File: config.mk
export PLATFORM = sky130hd
export DESIGN_NAME = serial_frame_deframer_crc16_flat
export DESIGN_NICKNAME = d
export VERILOG_FILES = /design/src/rtl/sfd_pkg.sv /design/src/rtl/sfd_rx_if.sv /design/src/rtl/sfd_tx_if.sv /design/src/rtl/serial_frame_deframer_crc16.sv /design/src/rtl/sfd_datapath.sv /design/src/rtl/sfd_ctrl.sv /design/src/flat_wrapper.sv
export SDC_FILE = /design/constraint.sdc
export NUM_CORES = 1
export LEC_CHECK = 0
export BUFFER_PORTS_ARGS = -buffer_cell sky130_fd_sc_hd__buf_2
export CAP_MARGIN = 30
export CORE_AREA = 4 4 188 190
export DETAILED_ROUTE_END_ITERATION = 10
export DIE_AREA = 0 0 192 194
export SKIP_LAST_GASP = 1
export SYNTH_ARGS = -nofsm -noshare
export SYNTH_HDL_FRONTEND = slang
export SYNTH_SLANG_ARGS = --single-unit
File: constraint.sdc
create_clock -name clk -period 5.4 [get_ports clk]
set_clock_uncertainty 0.1 [all_clocks]
set_input_delay 0.54 -clock clk [delete_from_list [all_inputs] [get_ports clk]]
set_output_delay 0.54 -clock clk [all_outputs]
set_load 0.02 [all_outputs]
File: src/rtl/sfd_pkg.sv
// sfd_pkg: shared constants, types and controller states for the serial frame deframer
// no dependencies
package sfd_pkg;

    localparam int MAX_PAYLOAD = 30;
    localparam int HDR_BYTES   = 5;
    localparam int CRC_BYTES   = 2;
    localparam int STORE_DEPTH = HDR_BYTES + MAX_PAYLOAD + CRC_BYTES;
    localparam int CNT_W       = $clog2(STORE_DEPTH);
    localparam int LEN_W       = $clog2(MAX_PAYLOAD + 1);

    localparam logic [7:0]  START_BYTE = 8'hCC;
    localparam logic [7:0]  LEAD_BYTE  = 8'h64;
    localparam logic [15:0] CRC_INIT   = 16'hFFFF;
    localparam logic [15:0] CRC_POLY   = 16'h1021;

    typedef enum logic [2:0] {
        ST_HUNT,
        ST_RECV,
        ST_FETCH,
        ST_LOAD
    } state_t;

    typedef struct packed {
        logic clear;
        logic accept;
        logic set_len;
        logic latch_good;
        logic rd_start;
        logic rd_en;
        logic load_out;
    } cmd_t;

    typedef struct packed {
        logic is_start;
        logic lead_ok;
        logic first_byte;
        logic len_byte;
        logic len_bad;
        logic frame_end;
        logic crc_match;
        logic ignore;
        logic rd_last;
        logic out_free;
    } status_t;

endpackage

File: src/rtl/sfd_rx_if.sv
// sfd_rx_if: input channel carrying one received serial byte per item
// depends on nothing
interface sfd_rx_if;
    logic       valid;
    logic       ready;
    logic [7:0] rx_byte;

    modport source (output valid, output rx_byte, input ready);
    modport sink (input valid, input rx_byte, output ready);
endinterface

File: src/rtl/sfd_tx_if.sv
// sfd_tx_if: output channel carrying one byte of an accepted frame per item
// depends on nothing
interface sfd_tx_if;
    logic       valid;
    logic       ready;
    logic [7:0] frame_byte;
    logic       last_of_frame;
    logic       crc_good;

    modport source (output valid, output frame_byte, output last_of_frame, output crc_good,
                    input ready);
    modport sink (input valid, input frame_byte, input last_of_frame, input crc_good,
                  output ready);
endinterface

File: src/rtl/serial_frame_deframer_crc16.sv
// Serial frame deframer with CRC-16/CCITT-FALSE check. One received byte is taken per
// cycle while hunting for the 0xCC start byte or storing a frame. When the last CRC byte
// of a frame arrives and the CRC matches (or ignore_crc_errors is set), the stored frame,
// from the 0x64 byte through the CRC low byte, is replayed from a 37-byte frame store. Each
// byte is read from the store's registered read port, then loaded into the output register
// once it is free; no input is taken during the replay, so a frame of 7 + length bytes
// blocks the input until its last byte is loaded. The output register lets the next frame's
// input start while the final byte still waits to be taken. No clearing pass follows reset.
// depends on sfd_pkg, sfd_rx_if, sfd_tx_if, sfd_ctrl, sfd_datapath
module serial_frame_deframer_crc16 (
    input  logic   clk,
    input  logic   rst_n,
    input  logic   cfg_write_en,
    input  logic   cfg_write_data,
    sfd_rx_if.sink rx,
    sfd_tx_if.source tx
);

    sfd_pkg::cmd_t    cmd;
    sfd_pkg::status_t status;

    sfd_ctrl u_ctrl (
        .clk      (clk),
        .rst_n    (rst_n),
        .in_valid (rx.valid),
        .in_ready (rx.ready),
        .status   (status),
        .cmd      (cmd)
    );

    sfd_datapath u_datapath (
        .clk            (clk),
        .rst_n          (rst_n),
        .cmd            (cmd),
        .status         (status),
        .rx_byte        (rx.rx_byte),
        .cfg_write_en   (cfg_write_en),
        .cfg_write_data (cfg_write_data),
        .out_ready      (tx.ready),
        .out_valid      (tx.valid),
        .frame_byte     (tx.frame_byte),
        .last_of_frame  (tx.last_of_frame),
        .crc_good       (tx.crc_good)
    );

endmodule

File: src/rtl/sfd_datapath.sv
// sfd_datapath: frame store, byte counter, crc register, replay pointer and output register
// depends on sfd_pkg
module sfd_datapath (
    input  logic             clk,
    input  logic             rst_n,
    input  sfd_pkg::cmd_t    cmd,
    output sfd_pkg::status_t status,
    input  logic [7:0]       rx_byte,
    input  logic             cfg_write_en,
    input  logic             cfg_write_data,
    input  logic             out_ready,
    output logic             out_valid,
    output logic [7:0]       frame_byte,
    output logic             last_of_frame,
    output logic             crc_good
);

    logic [7:0] store_mem [sfd_pkg::STORE_DEPTH];

    logic [sfd_pkg::CNT_W-1:0] count_reg, count_next;
    logic [sfd_pkg::LEN_W-1:0] len_reg, len_next;
    logic [15:0]               crc_reg, crc_next;
    logic [7:0]                prev_reg;
    logic                      good_reg, good_next;
    logic                      ignore_reg, ignore_next;
    logic [sfd_pkg::CNT_W-1:0] ptr_reg, ptr_next;
    logic [7:0]                rd_data_reg;
    logic                      out_valid_reg, out_valid_next;
    logic [7:0]                out_byte_reg;
    logic                      out_last_reg;
    logic                      out_good_reg;
    logic [sfd_pkg::CNT_W-1:0] last_idx;
    logic                      crc_feed_en;

    function automatic logic [15:0] crc_feed(input logic [15:0] crc, input logic [7:0] b);
        logic [15:0] c;
        c = crc ^ {b, 8'h00};
        for (int k = 0; k < 8; k++) begin
            if (c[15])
            begin
                c = {c[14:0], 1'b0} ^ sfd_pkg::CRC_POLY;
            end
            else
            begin
                c = {c[14:0], 1'b0};
            end
        end
        return c;
    endfunction

    assign last_idx = sfd_pkg::CNT_W'(len_reg)
                    + sfd_pkg::CNT_W'(sfd_pkg::HDR_BYTES + sfd_pkg::CRC_BYTES - 1);

    assign crc_feed_en = (count_reg < sfd_pkg::CNT_W'(sfd_pkg::HDR_BYTES))
                      || (count_reg < sfd_pkg::CNT_W'(len_reg)
                                      + sfd_pkg::CNT_W'(sfd_pkg::HDR_BYTES));

    always_comb
    begin
        status.is_start   = (rx_byte == sfd_pkg::START_BYTE);
        status.lead_ok    = (rx_byte == sfd_pkg::LEAD_BYTE);
        status.first_byte = (count_reg == '0);
        status.len_byte   = (count_reg == sfd_pkg::CNT_W'(sfd_pkg::HDR_BYTES - 1));
        status.len_bad    = (rx_byte == 8'd0) || (rx_byte > 8'(sfd_pkg::MAX_PAYLOAD));
        status.frame_end  = (len_reg != '0) && (count_reg == last_idx);
        status.crc_match  = ({prev_reg, rx_byte} == crc_reg);
        status.ignore     = ignore_reg;
        status.rd_last    = (ptr_reg == last_idx);
        status.out_free   = !out_valid_reg || out_ready;
    end

    always_comb
    begin
        count_next     = count_reg;
        len_next       = len_reg;
        crc_next       = crc_reg;
        good_next      = good_reg;
        ignore_next    = cfg_write_en ? cfg_write_data : ignore_reg;
        ptr_next       = ptr_reg;
        out_valid_next = out_valid_reg && !out_ready;
        if (cmd.clear)
        begin
            count_next = '0;
            len_next   = '0;
            crc_next   = sfd_pkg::CRC_INIT;
        end
        if (cmd.accept)
        begin
            count_next = count_reg + 1'b1;
            if (crc_feed_en)
            begin
                crc_next = crc_feed(crc_reg, rx_byte);
            end
        end
        if (cmd.set_len)
        begin
            len_next = sfd_pkg::LEN_W'(rx_byte);
        end
        if (cmd.latch_good)
        begin
            good_next = status.crc_match;
        end
        if (cmd.rd_start)
        begin
            ptr_next = '0;
        end
        if (cmd.load_out)
        begin
            ptr_next       = ptr_reg + 1'b1;
            out_valid_next = 1'b1;
        end
    end

    always_ff @(posedge clk or negedge rst_n)
    begin
        if (!rst_n)
        begin
            count_reg     <= '0;
            len_reg       <= '0;
            crc_reg       <= sfd_pkg::CRC_INIT;
            good_reg      <= 1'b0;
            ignore_reg    <= 1'b0;
            ptr_reg       <= '0;
            out_valid_reg <= 1'b0;
        end
        else
        begin
            count_reg     <= count_next;
            len_reg       <= len_next;
            crc_reg       <= crc_next;
            good_reg      <= good_next;
            ignore_reg    <= ignore_next;
            ptr_reg       <= ptr_next;
            out_valid_reg <= out_valid_next;
        end
    end

    // frame store, one write and one registered read port
    always_ff @(posedge clk)
    begin
        if (cmd.accept)
        begin
            store_mem[count_reg] <= rx_byte;
            prev_reg             <= rx_byte;
        end
        if (cmd.rd_en)
        begin
            rd_data_reg <= store_mem[ptr_reg];
        end
        if (cmd.load_out)
        begin
            out_byte_reg <= rd_data_reg;
            out_last_reg <= status.rd_last;
            out_good_reg <= good_reg;
        end
    end

    assign out_valid     = out_valid_reg;
    assign frame_byte    = out_byte_reg;
    assign last_of_frame = out_last_reg;
    assign crc_good      = out_good_reg;

endmodule

File: src/rtl/sfd_ctrl.sv
// sfd_ctrl: state machine that hunts, receives, checks and replays frames
// depends on sfd_pkg
module sfd_ctrl (
    input  logic             clk,
    input  logic             rst_n,
    input  logic             in_valid,
    output logic             in_ready,
    input  sfd_pkg::status_t status,
    output sfd_pkg::cmd_t    cmd
);

    sfd_pkg::state_t state_reg, state_next;

    always_ff @(posedge clk or negedge rst_n)
    begin
        if (!rst_n)
        begin
            state_reg <= sfd_pkg::ST_HUNT;
        end
        else
        begin
            state_reg <= state_next;
        end
    end

    always_comb
    begin
        state_next = state_reg;
        cmd        = '0;
        in_ready   = 1'b0;
        unique case (state_reg)
            sfd_pkg::ST_HUNT:
            begin
                in_ready = 1'b1;
                if (in_valid && status.is_start)
                begin
                    cmd.clear  = 1'b1;
                    state_next = sfd_pkg::ST_RECV;
                end
            end
            sfd_pkg::ST_RECV:
            begin
                in_ready = 1'b1;
                if (in_valid)
                begin
                    cmd.accept = 1'b1;
                    if (status.first_byte && !status.lead_ok)
                    begin
                        state_next = sfd_pkg::ST_HUNT;
                    end
                    else if (status.len_byte)
                    begin
                        if (status.len_bad)
                        begin
                            state_next = sfd_pkg::ST_HUNT;
                        end
                        else
                        begin
                            cmd.set_len = 1'b1;
                        end
                    end
                    else if (status.frame_end)
                    begin
                        cmd.latch_good = 1'b1;
                        if (status.crc_match || status.ignore)
                        begin
                            cmd.rd_start = 1'b1;
                            state_next   = sfd_pkg::ST_FETCH;
                        end
                        else
                        begin
                            state_next = sfd_pkg::ST_HUNT;
                        end
                    end
                end
            end
            sfd_pkg::ST_FETCH:
            begin
                cmd.rd_en  = 1'b1;
                state_next = sfd_pkg::ST_LOAD;
            end
            sfd_pkg::ST_LOAD:
            begin
                if (status.out_free)
                begin
                    cmd.load_out = 1'b1;
                    state_next   = status.rd_last ? sfd_pkg::ST_HUNT : sfd_pkg::ST_FETCH;
                end
            end
            default:
            begin
                state_next = sfd_pkg::ST_HUNT;
            end
        endcase
    end

endmodule
File: src/flat_wrapper.sv
// flat-port wrapper written by rule: the top's interface ports become plain ports
module serial_frame_deframer_crc16_flat 
  (clk, rst_n, cfg_write_en, cfg_write_data, rx_valid, rx_rx_byte, rx_ready, tx_valid, tx_frame_byte, tx_last_of_frame, tx_crc_good, tx_ready);
  sfd_rx_if rx_i ();
  sfd_tx_if tx_i ();
  input  logic clk;
  input  logic rst_n;
  input  logic cfg_write_en;
  input  logic cfg_write_data;
  input wire logic [$bits(rx_i.valid)-1:0] rx_valid;
  input wire logic [$bits(rx_i.rx_byte)-1:0] rx_rx_byte;
  output wire logic [$bits(rx_i.ready)-1:0] rx_ready;
  output wire logic [$bits(tx_i.valid)-1:0] tx_valid;
  output wire logic [$bits(tx_i.frame_byte)-1:0] tx_frame_byte;
  output wire logic [$bits(tx_i.last_of_frame)-1:0] tx_last_of_frame;
  output wire logic [$bits(tx_i.crc_good)-1:0] tx_crc_good;
  input wire logic [$bits(tx_i.ready)-1:0] tx_ready;
  assign rx_i.valid = rx_valid;
  assign rx_i.rx_byte = rx_rx_byte;
  assign rx_ready = rx_i.ready;
  assign tx_valid = tx_i.valid;
  assign tx_frame_byte = tx_i.frame_byte;
  assign tx_last_of_frame = tx_i.last_of_frame;
  assign tx_crc_good = tx_i.crc_good;
  assign tx_i.ready = tx_ready;
  serial_frame_deframer_crc16 u_core (.clk(clk), .rst_n(rst_n), .cfg_write_en(cfg_write_en), .cfg_write_data(cfg_write_data), .rx(rx_i), .tx(tx_i));
endmodule
### Yosys cells after proc, flatten, opt, wreduce, memory -nomap -nowiden

Memory sizes are Yosys's and may differ from the RTL's. A register that Yosys moved wholly into a read port is not among the register bits.
Index checks and enable logic that the tools add are counted.

* logic and storage cells: 121
* memory bits (writable): 296
* bits in latches: 0
* bits of input ports: 14
* register bits: 57
* ROM bits: 0
* output and inout bits: 12
* memories: 1

Memory list
* u_core.u_datapath.store_mem: depth 37, width 8, read ports 1, clocked after Yosys merged registers in 1, wr ports 1, RTL line sfd_datapath.sv:18 `logic [7:0] store_mem [sfd_pkg::STORE_DEPTH];`

* equality and inequality tests: 14
* bitwise gates (word level): 9
* muxes and demuxes: 58
* div/mod/pow operators: 0
* shift-type cells: 0
* $add $sub $neg: 4
* $mul: 0
* reductions and logical operators: 20
* magnitude comparators: 3

Operator list (number)
* $mux W16: 17
* $mux W13: 8
* $mux W3: 8
* $mux W6: 4
* $not A3 Y3: 8
* $eq A16 B16 Y1: 1
* $xor A16 B16 Y16: 1
* $add A5 B3 Y6 const B: 2
* $add A6 B1 Y6 const B: 2
* $eq A6 B6 Y1: 2
* $mux W1: 12
* $pmux W3 S4: 1
* $mux W5: 2
* $eq A8 B7 Y1 const B: 1
* $eq A8 B8 Y1 const B: 1
* $gt A8 B5 Y1 const B: 1
* $logic_not A8 Y1: 1
* $mux W2: 4
* $mux W4: 2
* $eq A3 B2 Y1 const B: 2
* $eq A6 B3 Y1 const B: 1
* $logic_not A6 Y1: 1
* $lt A6 B3 Y1 const B: 1
* $lt A6 B6 Y1: 1
* other kinds (13): 24

### Longest topological paths before layout

Gate-level depths: netlist of run 1.

* depth in word-level cells: 37
* gate-level depth with buffers: 12

### Cells and area by module

A second synthesis of run 1 with hierarchy kept.

* cells, all modules: 959
* area total of the unflattened synthesis: 15337.2 um^2

Modules (own cells, without submodules)
* sfd_datapath: sequential area each 10590.2 um^2, cells each 934, times used 1, area an instance 15109.5 um^2
* sfd_ctrl: sequential area each 50.0 um^2, cells each 25, times used 1, area an instance 227.7 um^2

### Worst setup path before layout of run 1

OpenSTA, ideal clock, no wires.

* path kind: reg2reg
* start point: register u_core.u_datapath.len_reg[1] (netlist bit)
* end point: register u_core.u_datapath.crc_reg[10]
* required time: 5.225 ns
* path slack: 2.914 ns
* period minus slack after synthesis: 2.486 ns
* arrival: 2.311 ns
* cell stages (with the launch flop): 13
* path through: dfrtp_1 > inv_1 > ha_1 > inv_1 > ha_1 > nor2b_1 > o21a_1 > o21a_1 > o21ai_0 > a211o_1 > buf_2 > buf_6 > mux2i_1

* longest elaborated chain between the ends: 5

RTL lines
* start: declaration: RTL line sfd_datapath.sv:21 `logic [sfd_pkg::LEN_W-1:0] len_reg, len_next;`
* start signal: assignment: RTL line sfd_datapath.sv:129 `len_reg <= len_next;`
* $add A5 B3 Y6: RTL line sfd_datapath.sv:56 `+ sfd_pkg::CNT_W'(sfd_pkg::HDR_BYTES));`
* $lt A6 B6 Y1: RTL line sfd_datapath.sv:55 `|| (count_reg < sfd_pkg::CNT_W'(len_reg)`
* $logic_or A1 B1 Y1: RTL line sfd_datapath.sv:55
* $mux W16: RTL line sfd_datapath.sv:90 `if (crc_feed_en)`
* $mux W16: RTL line sfd_datapath.sv:87 `if (cmd.accept)`
* net u_core.u_datapath.crc_next[10]: RTL line sfd_datapath.sv:22 `logic [15:0] crc_reg, crc_next;`
* end signal: assignment: RTL line sfd_datapath.sv:120 `crc_reg <= sfd_pkg::CRC_INIT;`
* end signal: assignment: RTL line sfd_datapath.sv:130 `crc_reg <= crc_next;`
* end: declaration: RTL line sfd_datapath.sv:22

The timed path passes the listed nets, and every way through them passes these cells.
A chain may end at the register's enable or synchronous reset.

==> results of run 1 <==
-- logic make-up after synthesis --
kind of cell | count (synthesis) | share of synthesized area
AOI/OAI and AO/OA | 48 | 0.0198
xor gates and xnor gates | 58 | 0.0349
adders and majority gates | 13 | 0.0109
buffers and inverters | 55 | 0.0183
DFF | 360 | 0.712
muxes | 118 | 0.154
and+or+nand+nor | 155 | 0.0502
-- where the power goes --
group / internal (mW) / switching, mW
Sequential: 3.23 / 0.251
Combinational: 0.835 / 0.870
Clock: 1.62 / 1.03
-- area by class of cell --
| cell class | instances | share of cell area |
|---|---|---|
| flip-flops and latches | 360 | 0.626 |
| multi-input cells | 392 | 0.237 |
| clock buffers | 49 | 0.0602 |
| well taps | 448 | 0.0330 |
| repair buffers | 60 | 0.0266 |
| clock inverters | 13 | 0.0137 |
| inverters | 15 | 0.00331 |
-- per-layer routing --
metal,global-route usage,routed length (um),vias to the layer above
li1,-,-,3303
met1,0.261,14400,3942
met2,0.301,16700,233
met3,0.0347,1960,44
met4,0.0415,591,0
met5,0,0,-
-- how the worst max path moves through the flow --
| stage | start | endpoint | slack, ns | depth (start not counted) |
|---|---|---|---|---|
| after floorplan | u_core.u_datapath.len_reg[1]$_DFFE_PN0P_ | u_core.u_datapath.crc_reg[10]$_DFF_PN1_ | 2.91 | 12 |
| after CTS | u_core.u_datapath.ptr_reg[0]$_DFFE_PN0P_ | u_core.u_datapath.rd_data_reg[0]$_DFFE_PN_ | 2.19 | 5 |
| after global routing | u_core.u_datapath.len_reg[1]$_DFFE_PN0P_ | u_core.u_datapath.crc_reg[4]$_DFF_PN1_ | 2.11 | 10 |
| final | u_core.u_datapath.ptr_reg[1]$_DFFE_PN0P_ | u_core.u_datapath.rd_data_reg[5]$_DFFE_PN_ | 2.17 | 5 |
| after global placement | u_core.u_datapath.ptr_reg[1]$_DFFE_PN0P_ | u_core.u_datapath.rd_data_reg[5]$_DFFE_PN_ | 2.23 | 5 |
| after detailed placement | u_core.u_datapath.ptr_reg[1]$_DFFE_PN0P_ | u_core.u_datapath.rd_data_reg[0]$_DFFE_PN_ | 2.20 | 5 |
-- cells in the final DEF, fill, tap and decap left out, drive strengths merged, types with 3 or more instances in the layout --
cell	instances
edfxtp	322
mux4	88
nor2	73
buf	60
clkbuf	49
xnor2	42
mux2i	25
o21ai	22
dfrtp	22
nand2	20
dfstp	16
xor2	15
inv	15
ha	13
nand3	12
nand2b	10
nand4	10
o211ai	8
clkinv	7
bufinv	6
or3	5
a21oi	5
mux2	5
nand3b	3
o21a	3
a211oi	3
nor4	3
or4	3
nor4b	3
-- through the flow --
stage | area (um^2) | cells | utilization | hold slack [ns]
2_1_floorplan | 15000 | 807 | - | 0.144
3_3_place_gp | 15500 | 1250 | 0.464 | 0.310
3_5_place_dp | 15800 | 1275 | 0.471 | 0.306
4_1_cts | 17000 | 1337 | 0.509 | 0.0678
5_1_grt | 17000 | 1337 | 0.509 | 0.103
6_report | 17000 | 1337 | 0.509 | 0.0389
==> run summary, run 1 <==
The flow ran to the end, and the final reports show no timing, DRC or antenna violations. Clock tree synthesis inserted a total of 38 buffers. The share of synthesized flip-flops with an asynchronous set or reset was 0.106; the maximum number of pins on one net before global-route repair was 65. In this run the static leakage power is 5.51 nW.

In this run the standard cell core region covers 33400 um^2. The footprint of the multi-input gates was 4040 um^2. Worst path buffer plus inverter count: 1. From bottom edge to top edge, the die measures 194 um. The path class of the tightest hold or removal check is in -> async. After detailed routing, the number of vias per cell comes to 5.63. The number of DRC violations after detailed routing was 0; the layout overhead on the synthesized area was 13.8%.

The synthesized area per cell works out to 18.5 um^2. Number of antenna violations at the first check in global routing: 0. sky130_fd_sc_hd__edfxtp_1 takes more of the synthesized area than any other cell.

The total global-route track usage is 0.184. Most instantiated library cell after synthesis: sky130_fd_sc_hd__edfxtp_1. The run gives 0 as the number of violations of the max-capacitance limit.

The tools report the terminus of the critical flop-to-flop path as u_core.u_datapath.rd_data_reg[5]$_DFFE_PN_. Flip-flop cell with the highest count after synthesis: sky130_fd_sc_hd__edfxtp_1. The number of synthesized flops with an enable pin came out at 322. For the worst flop-to-flop path, the logic depth is 5. The area of all sequential standard cells is 10600 um^2.

The critical path endpoint category is a flip-flop. The initialized floorplan defines 67 standard-cell rows. Once detail routing completed, the nets flagged for antenna violations numbered 0. The run gives 0 as the number of warnings printed during yosys synthesis. The worst IR drop on VDD was 298 uV; the power density relative to cell area was 460 nW/um^2.

In this run the cell area of the synthesized design comes to 15000 um^2. The layout filler cell count was 2659; the share of final-layout standard cells stronger than drive strength 1 was 0.246. Global routing finished with a remaining overflow of 0.

In this run, synthesis produced a sequential element count of 360. The period utilization is 0.598. For the worst setup path, the data required time is 5.55 ns. Number of violations reported at the end of detailed-routing iteration 0: 634. The tools report the final-report setup violation count as 0. The first-pass detailed-route iteration total came out at 4. The worst-margin pin slew came out at 0.977 ns. Timing analysis after detailed placement gives a worst setup slack of 2.20 ns. Once the clock tree was built, the resizer swapped 0 gates to a different size. The tools report the reg-to-reg setup timing slack as 2.17 ns. Via count of the first global-routing pass: 7934. Counting every net in the synthesized netlist gives 834. The tools report the final hold violation count as 0. The worst setup path is launched from a flip-flop.

The tools report the total via count in the routed design as 7522. The longest clock path from root to sink contains 3 buffers. Number of port buffers: 25. Routability-driven placement finished with a final weighted congestion of 0.790. On the critical path, the stage with the largest delay is an instance of sky130_fd_sc_hd__buf_4.

The total wirelength of the detailed-routed design was 33600 um. The most numerous cell on the critical path was sky130_fd_sc_hd__mux4_2. The peak clock frequency supported by timing was 0.310 GHz. The tools report the sum of negative setup slack as 0 ns.

The number of placed I/O pins was 26; the post-CTS setup buffer count was 0. The largest driver fanout on the critical path came out at 64. The antenna diode count was 0. The logs give 3.38 ns for the worst path arrival time and 0.52 ns for the clock insertion delay at the later pin of the skew report. The tree is rooted in a sky130_fd_sc_hd__clkbuf_16. The clock-pin slew on the worst setup and hold paths came out at 0.06 ns. The count of cell types in the netlist is 53. Traced cell by cell, the critical path runs through buf_4 > mux4_2 > mux4_2 > mux2i_1 > o21ai_1. After layout, the design draws a total of 7.83 mW. The run gives 0.346 as the relative slew slack. The cell family contributing the most delay on the critical path is multiplexers. The number of hold-repair buffers added at the cts stage was 0; the die outline width was 192 um. The H-tree generated during clock tree synthesis spans 2 levels.

The maximum cell stage delay along the critical path is 0.78 ns, and the number of flip-flops in the largest register is 296. The tools report the final critical-path setup slack as 2.17 ns. In this run the critical register-to-register path is launched from u_core.u_datapath.ptr_reg[1]$_DFFE_PN0P_. The number of max-slew violations in the final report is 0, and the total die area is 37200 um^2. TritonCTS built the clock tree. Ranked by total cell area, the synthesized netlist is headed by sky130_fd_sc_hd__edfxtp_1, sky130_fd_sc_hd__mux4_2, sky130_fd_sc_hd__dfrtp_1. The first global-routing pass estimated 51200 um of wire.

Setup repair after global routing left no endpoint under its margin. The tools report the number of sinks driven by the clock tree as 360. The starting density of the core was 0.447; the proportion of synthesized chip area in sequential cells was 0.712.

The proportion of netlist area held by the largest area contributor was 0.647. The routed length per placed instance was 25.1 um; the final net count was 894. The setup path with the least slack is of type reg -> reg. The commonest cells after synthesis are sky130_fd_sc_hd__edfxtp_1, sky130_fd_sc_hd__mux4_2, sky130_fd_sc_hd__nor2_1. For the finished layout, the period the worst path requires is 3.23 ns. The run gives 21100 um as the half-perimeter wire length after detailed placement. Synthesis produced 807 cells.
(Power assumes the default switching activity.)
==> run 2, diff against run 1 <==
==> constraint.sdc (replaced) <==
create_clock -name clk -period 2.7 [get_ports clk]
set_clock_uncertainty 0.1 [all_clocks]
set_input_delay 0.27 -clock clk [delete_from_list [all_inputs] [get_ports clk]]
set_output_delay 0.27 -clock clk [all_outputs]
set_load 0.02 [all_outputs]
==> run summary, run 2 (synthesis results as in run 1) <==
The most common library cell in the layout ignoring fill and taps was sky130_fd_sc_hd__edfxtp_1. The share of final-layout standard cells stronger than drive strength 1 is 0.269. The proportion of total power due to net switching came out at 0.281.

For the final-report setup violation count, the log shows 0. After detailed routing, no signal wire sits above met4. In this run the critical register-to-register path is captured at u_core.u_datapath.ptr_reg[0]$_DFFE_PN0P_.

The worst setup path is of the reg -> reg kind. During placement, the flow inserted port buffers numbering 25. The leakage power figure was 5.65 nW; the peak clock frequency supported by timing was 0.383 GHz. The run gives 0.309 as the relative contribution of the clock network to total power. The detail route stage leaves a number of antenna-violating nets equal to 0. The floorplan step defined a die boundary enclosing 37200 um^2. The routed length per placed instance came out at 25.4 um. Clock-pin slew on the worst setup and hold paths: 0.06 ns. Critical path endpoint category: a flip-flop. The total global-route track usage is 0.189. The worst path arrival time was 2.86 ns; the post-CTS setup buffer count was 0. The worst hold path passes through 3 cells.

The run gives 26 as the number of placed I/O pins. The cell at the root of the clock tree is sky130_fd_sc_hd__clkbuf_16. The run gives 15.4 mW as the total power of the final layout. The reg-to-reg setup timing slack was 0.09 ns. In the final timing run, aggregate negative setup slack is 0 ns. Detailed placement ended at an HPWL of 22300 um. The tools report the area of the placeable core as 33400 um^2. The floorplan has 67 rows.

Across the VDD grid, the largest voltage drop is 481 uV. The count of cells in the finished layout, fillers not included, comes to 1375. The footprint of the multi-input gates was 4040 um^2; the number of flip-flops in the largest register was 296. Per-cell via count in the routed design: 5.65.

The run gives 35000 um as the total wirelength of the detailed-routed design. In this run the worst setup path begins at u_core.u_datapath.count_reg[0]$_DFFE_PN0P_. The minimum period implied by the final worst setup slack came out at 2.61 ns. The length of routed met3 wiring is 2130 um, and the hold slack is 0.0548 ns. The flow ran to the end, and the final reports show no timing, DRC or antenna violations. The tools report the via count of the first global-routing pass as 8051. The antenna diode count is 0, and the number of violations reported at the end of detailed-routing iteration 0 is 753. The number of antenna violations at the first check in global routing was 0. Max-cap violations in this run came to 0. The logs give 16000 um^2 for the total cell area at the placement stage and 41 for the maximum number of pins on one net before global-route repair. At the end of routability-driven placement, the weighted congestion stood at 0.870. Clock latency on the worst-skew pair, taken at its later pin, is 0.51 ns.

The layout filler cell count is 2689, and the number of levels the H-tree was split into is 2. Setup repair after global routing left no endpoint under its margin. For the internal power summed over all cells, the log shows 11.1 mW.

Clock tree synthesis inserted a total of 37 buffers. The tools report the total via count in the routed design as 7766. The total overflow reported by the global router was 0.

The run gives 0.254 as the portion of total power attributed to combinational logic. The first global-routing pass estimated 52400 um of wire. The number of sinks driven by the clock tree was 360; the instance count after placement with tap cells included was 1305. For the pin with the worst max-slew slack, the measured transition is 0.930 ns. For this run, the post-layout net count is 927. Dividing total power by cell area gives a power density of 897 nW/um^2. The analysis attributes to net switching a power of 4.33 mW.

The number of max-slew violations in the final report is 0, and the first-pass detailed-route iteration total is 5. The total met2 wirelength after detailed routing is 17100 um, and the relative slew slack is 0.380. The largest single stage delay on the critical path is 0.45 ns.

In the layout the commonest cells are sky130_fd_sc_hd__edfxtp_1, sky130_fd_sc_hd__mux4_2, sky130_fd_sc_hd__nor2_1. The type of the tightest min-delay check was in -> reg. The signal on the critical path passes through inv_1 > ha_1 > nor4_1 > and3_1 > nand4_1 > nor2_1 > o21ai_1.

TritonCTS built the clock tree. For the final non-filler cell area, the log shows 17200 um^2. From synthesis to final layout, the design area changed by 14.9%. The depth of the most critical reg-to-reg path was 7; the number of DRC violations after detailed routing was 0. The die is 194 um tall.

The tools report the final hold violation count as 0. Following the worst setup path forward leads to its endpoint at u_core.u_datapath.ptr_reg[0]$_DFFE_PN0P_. At the worst endpoint, the required time is 2.95 ns. For this block, wires on met1 add up to 15100 um.

The launching element type of the critical path is a flip-flop. The area of all sequential standard cells was 10600 um^2; the maximum buffer depth of the clock tree was 3. The die outline width is 192 um. The startpoint identified for the worst register-to-register timing path is u_core.u_datapath.count_reg[0]$_DFFE_PN0P_.

The power share of the sequential group came out at 0.437. The startpoint identified for the worst hold timing path is rx_valid. The largest driver fanout on the critical path is 7, and the period utilization is 0.967. Starting density of the core: 0.447. The largest individual stage delay along the critical path comes from the cell sky130_fd_sc_hd__dfrtp_1.
-- run 2: cell types whose count changed in the layout (fill, tap and decap cells not counted), moves of 3 or more --
cell | before | now
sky130_fd_sc_hd__bufinv_16 | 6 | 1
sky130_fd_sc_hd__buf_12 | 1 | 8
sky130_fd_sc_hd__dlygate4sd3_1 | 0 | 4
sky130_fd_sc_hd__buf_6 | 14 | 0
sky130_fd_sc_hd__clkbuf_1 | 9 | 12
sky130_fd_sc_hd__buf_4 | 20 | 57
sky130_fd_sc_hd__clkinv_2 | 1 | 7
-- run 2: per-stage QoR --
step	util	setup slack (ns)
global route	0.514	0.00697
global placement	0.479	0.106
finish	0.514	0.0882
floorplan	-	0.214
detailed placement	0.479	0.150
CTS	0.514	0.139
-- run 2: layout make-up --
| type | count | area share |
|---|---|---|
| flip-flops and latches | 360 | 0.620 |
| well taps | 448 | 0.0326 |
| multi-input cells | 392 | 0.235 |
| inverters | 15 | 0.00328 |
| clock buffers | 52 | 0.0596 |
| clock inverters | 14 | 0.00583 |
| repair buffers | 94 | 0.0438 |
-- run 2: power by group through the flow --
stage	clock (mW)	combinational, mW	sequential (mW)
finish	4.76	3.92	6.73
global route	5.10	4.23	6.75
CTS	4.85	3.97	6.72
detailed placement	0	3.94	6.84
global placement	0	3.93	6.83
floorplan	0	2.71	6.79
-- run 2: per-layer routing --
layer | up-vias | track usage
met4 | 0 | 0.0380
met3 | 42 | 0.0342
met1 | 4103 | 0.272
met2 | 248 | 0.307
li1 | 3373 | -
met5 | - | 0
-- run 2: worst min-delay path by stage --
stage                                              endpoint  slack (ns)
3_5_place_dp       u_core.u_datapath.ptr_reg[4]$_DFFE_PN0P_        0.12
4_1_cts              u_core.u_ctrl.state_reg[0]$_DFFE_PN0P_        0.03
2_1_floorplan        u_core.u_ctrl.state_reg[0]$_DFFE_PN0P_       -0.13
6_report             u_core.u_ctrl.state_reg[0]$_DFFE_PN0P_        0.05
5_1_grt        u_core.u_datapath.store_mem[33][5]$_DFFE_PP_        0.05
3_3_place_gp       u_core.u_datapath.ptr_reg[4]$_DFFE_PN0P_        0.10
-- run 2: worst max-delay path: cells and delay by family (launching register included) --
kind	cells	cell delay [ns]
buffers and inverters	1	0.15
DFF	1	0.45
adders and majority gates	1	0.32
and+or+nand+nor	4	1.20
AOI/OAI and AO/OA	1	0.23
-- run 2: timing repair --
action,4_1_cts,5_1_grt
setup endpoints to repair,0,3
gates resized for setup,0,1
hold endpoints to repair,16,0
hold buffers,4,0
==> run 3, diff against run 2 <==
--- a/config.mk
+++ b/config.mk
@@ -7,10 +7,11 @@
 export LEC_CHECK = 0
 export BUFFER_PORTS_ARGS = -buffer_cell sky130_fd_sc_hd__buf_2
 export CAP_MARGIN = 30
-export CORE_AREA = 4 4 188 190
+export CORE_AREA = 2 2 186 188
 export DETAILED_ROUTE_END_ITERATION = 10
-export DIE_AREA = 0 0 192 194
+export DIE_AREA = 0 0 188 190
 export SKIP_LAST_GASP = 1
+export SLEW_MARGIN = 20
 export SYNTH_ARGS = -nofsm -noshare
 export SYNTH_HDL_FRONTEND = slang
 export SYNTH_SLANG_ARGS = --single-unit
==> run summary, run 3 (synthesis results as in run 1) <==
The flow ran to the end, and the final reports show no timing, DRC or antenna violations. Setup violations remaining at the end of the flow were counted as 0. Most common library cell in the layout ignoring fill and taps: sky130_fd_sc_hd__edfxtp_1.

The run gives 0.193 as the total global-route track usage. In the detailed route, the total length drawn on met2 is 16100 um. The area of the placeable core is 33900 um^2, and the minimum period implied by the final worst setup slack is 2.51 ns.

The sum of negative setup slack came out at 0 ns. The worst path arrival time came out at 2.80 ns. After detailed routing, the number of vias per cell comes to 5.54. The number of max-slew violations in the final report was 0; the hold slack was 0.0531 ns. The run gives 360 as the number of sinks driven by the clock tree. For the number of violations reported at the end of detailed-routing iteration 0, the log shows 595.

The tools report the via count of the first global-routing pass as 7755. The starting density of the core was 0.440. The logs give 39 for the clock buffer count from CTS and 599 uV for the worst IR drop on VDD.

The clock-pin slew on the worst setup and hold paths was 0.06 ns. The tools report the maximum number of pins on one net before global-route repair as 46. The highest metal layer carrying signal wires in the routed design is met5. For this run, design rule violations remaining after detail routing come to 0.

Summing all multi-input logic gate instances after layout gives 4040 um^2. The die covers 35700 um^2. The master of the slowest instance on the critical path is sky130_fd_sc_hd__nor4b_1. Terminus of the critical flop-to-flop path: u_core.u_datapath.len_reg[1]$_DFFE_PN0P_.

The worst register-to-register path begins at u_core.u_datapath.count_reg[1]$_DFFE_PN0P_. The critical path endpoint category was a flip-flop. The tools report the number of violations of the max-capacitance limit as 0. Summing all non-filler instances in the final layout gives an area of 17300 um^2. The power density relative to cell area came out at 896 nW/um^2. The period utilization came out at 0.928.

The detailed router placed 7693 vias in this run. Summed over all layers, the global routing overflow is 0. For the worst-skew pair, the clock arrives at the later sink with an insertion delay of 0.52 ns. The depth of the most critical reg-to-reg path is 7, and the first-pass detailed-route iteration total is 5. On the worst path, the slowest cell contributes a delay of 0.44 ns. Clock tree synthesis selected as its root buffer the cell sky130_fd_sc_hd__clkbuf_16.

The share of final-layout standard cells stronger than drive strength 1 is 0.270. At the end of the flow, the number of nets in the layout was 935. TritonCTS built the clock tree. Type of the tightest min-delay check: in -> reg.

The number of port buffers was 25. In this run the number of H-tree levels came out at 2. Length of routed met3 wiring: 1950 um.

For this run, the top clock speed supported by timing is 0.399 GHz. The total cell area at the placement stage came out at 16100 um^2. The register with the most flip-flops in the layout has 296 of them. The worst path buffer plus inverter count was 1. The worst hold path endpoint was u_core.u_datapath.store_mem[36][5]$_DFFE_PP_.

Half-perimeter wire length after detailed placement: 20900 um. The critical path depth in cells was 7; the total wirelength of the detailed-routed design was 33700 um. The launching element type of the critical path is a flip-flop. Routability-driven placement finished with a final weighted congestion of 0.767. From left edge to right edge, the die measures 188 um.

Data on the critical path is required at its endpoint by 3.00 ns. The worst setup path is of the reg -> reg kind. Registers take 10600 um^2.

The largest driver fanout on the critical path was 7. Kind of cell with the highest combined delay on the critical path: simple AND/OR/NAND/NOR gates. After filler insertion, the fill cell instance count of the layout stands at 2748. The final cell utilization of the core is 0.509, and the number of nets with antenna violations after detailed routing is 0.

The signal on the critical path passes through inv_1 > ha_1 > nor4b_1 > nand3_1 > a211oi_1 > and2_1 > mux2_1. The cell count of the worst hold path was 1. Setup repair after global routing left no endpoint under its margin.

For this block, wires on met1 add up to 14900 um. The final hold violation count came out at 0. The run gives 0.634 as the relative slew slack. The number of placed I/O pins is 26, and the number of rows in the core area is 68. The clock passes through at most 3 buffers.

For the number of antenna violations at the first check in global routing, the log shows 2. Summing internal, switching and leakage power gives 15.5 mW. The leakage power figure came out at 5.68 nW. Layout overhead on the synthesized area: 15.5%. The post-CTS setup buffer count is 0.

Antenna diode count: 0. Measured along the y axis, the die boundary spans 190 um. The startpoint identified for the worst hold timing path is rx_rx_byte[5]. The first global-routing pass estimated 50500 um of wire.

In the layout the commonest cells are sky130_fd_sc_hd__edfxtp_1, sky130_fd_sc_hd__mux4_2, sky130_fd_sc_hd__nor2_1. After detailed routing, the average wire length per cell comes to 24.3 um. The tools report the reg-to-reg setup timing slack as 0.19 ns. At the pin with the least slew margin, the transition time is 0.549 ns.
-- run 3: final cells by class --
type / count / share of cell area
Clock buffer: 48 / 0.0585
Tap cell: 455 / 0.0330
Clock inverter: 18 / 0.00797
Sequential cell: 360 / 0.616
Timing Repair Buffer: 100 / 0.0471
Inverter: 15 / 0.00326
Multi-Input combinational cell: 392 / 0.234
-- run 3: what timing repair did --
item	in CTS	in global routing
hold buffers	5	0
gates resized for setup	0	0
endpoints found under the hold margin	19	0
-- run 3: metal layers --
layer  vias up  GRT usage
met1      4034      0.276
met5         -          0
li1       3383          -
met4         2     0.0506
met3        52     0.0321
met2       222      0.310
-- run 3: how the worst max path moves through the flow --
stage / start / endpoint
after floorplan: u_core.u_datapath.len_reg[1]$_DFFE_PN0P_ / u_core.u_datapath.crc_reg[10]$_DFF_PN1_
after global placement: u_core.u_datapath.count_reg[0]$_DFFE_PN0P_ / u_core.u_datapath.len_reg[0]$_DFFE_PN0P_
after detailed placement: u_core.u_datapath.count_reg[1]$_DFFE_PN0P_ / u_core.u_datapath.len_reg[0]$_DFFE_PN0P_
after CTS: u_core.u_datapath.count_reg[1]$_DFFE_PN0P_ / u_core.u_datapath.len_reg[0]$_DFFE_PN0P_
after global routing: u_core.u_datapath.count_reg[1]$_DFFE_PN0P_ / u_core.u_datapath.len_reg[0]$_DFFE_PN0P_
final: u_core.u_datapath.count_reg[1]$_DFFE_PN0P_ / u_core.u_datapath.len_reg[1]$_DFFE_PN0P_
-- run 3: stage by stage --
stage          std cells  setup slack [ns]
6_report            1388             0.193
3_5_place_dp        1317             0.177
2_1_floorplan        807             0.214
4_1_cts             1388             0.164
5_1_grt             1388            0.0474
3_3_place_gp        1317             0.229
-- run 3: report_power, final --
part	internal (mW)	leakage, nW	switching [mW]
Clock	2.83	0.554	2.04
Sequential	6.47	3.33	0.242
Combinational	1.87	1.80	2.02
Total	11.2	5.68	4.31
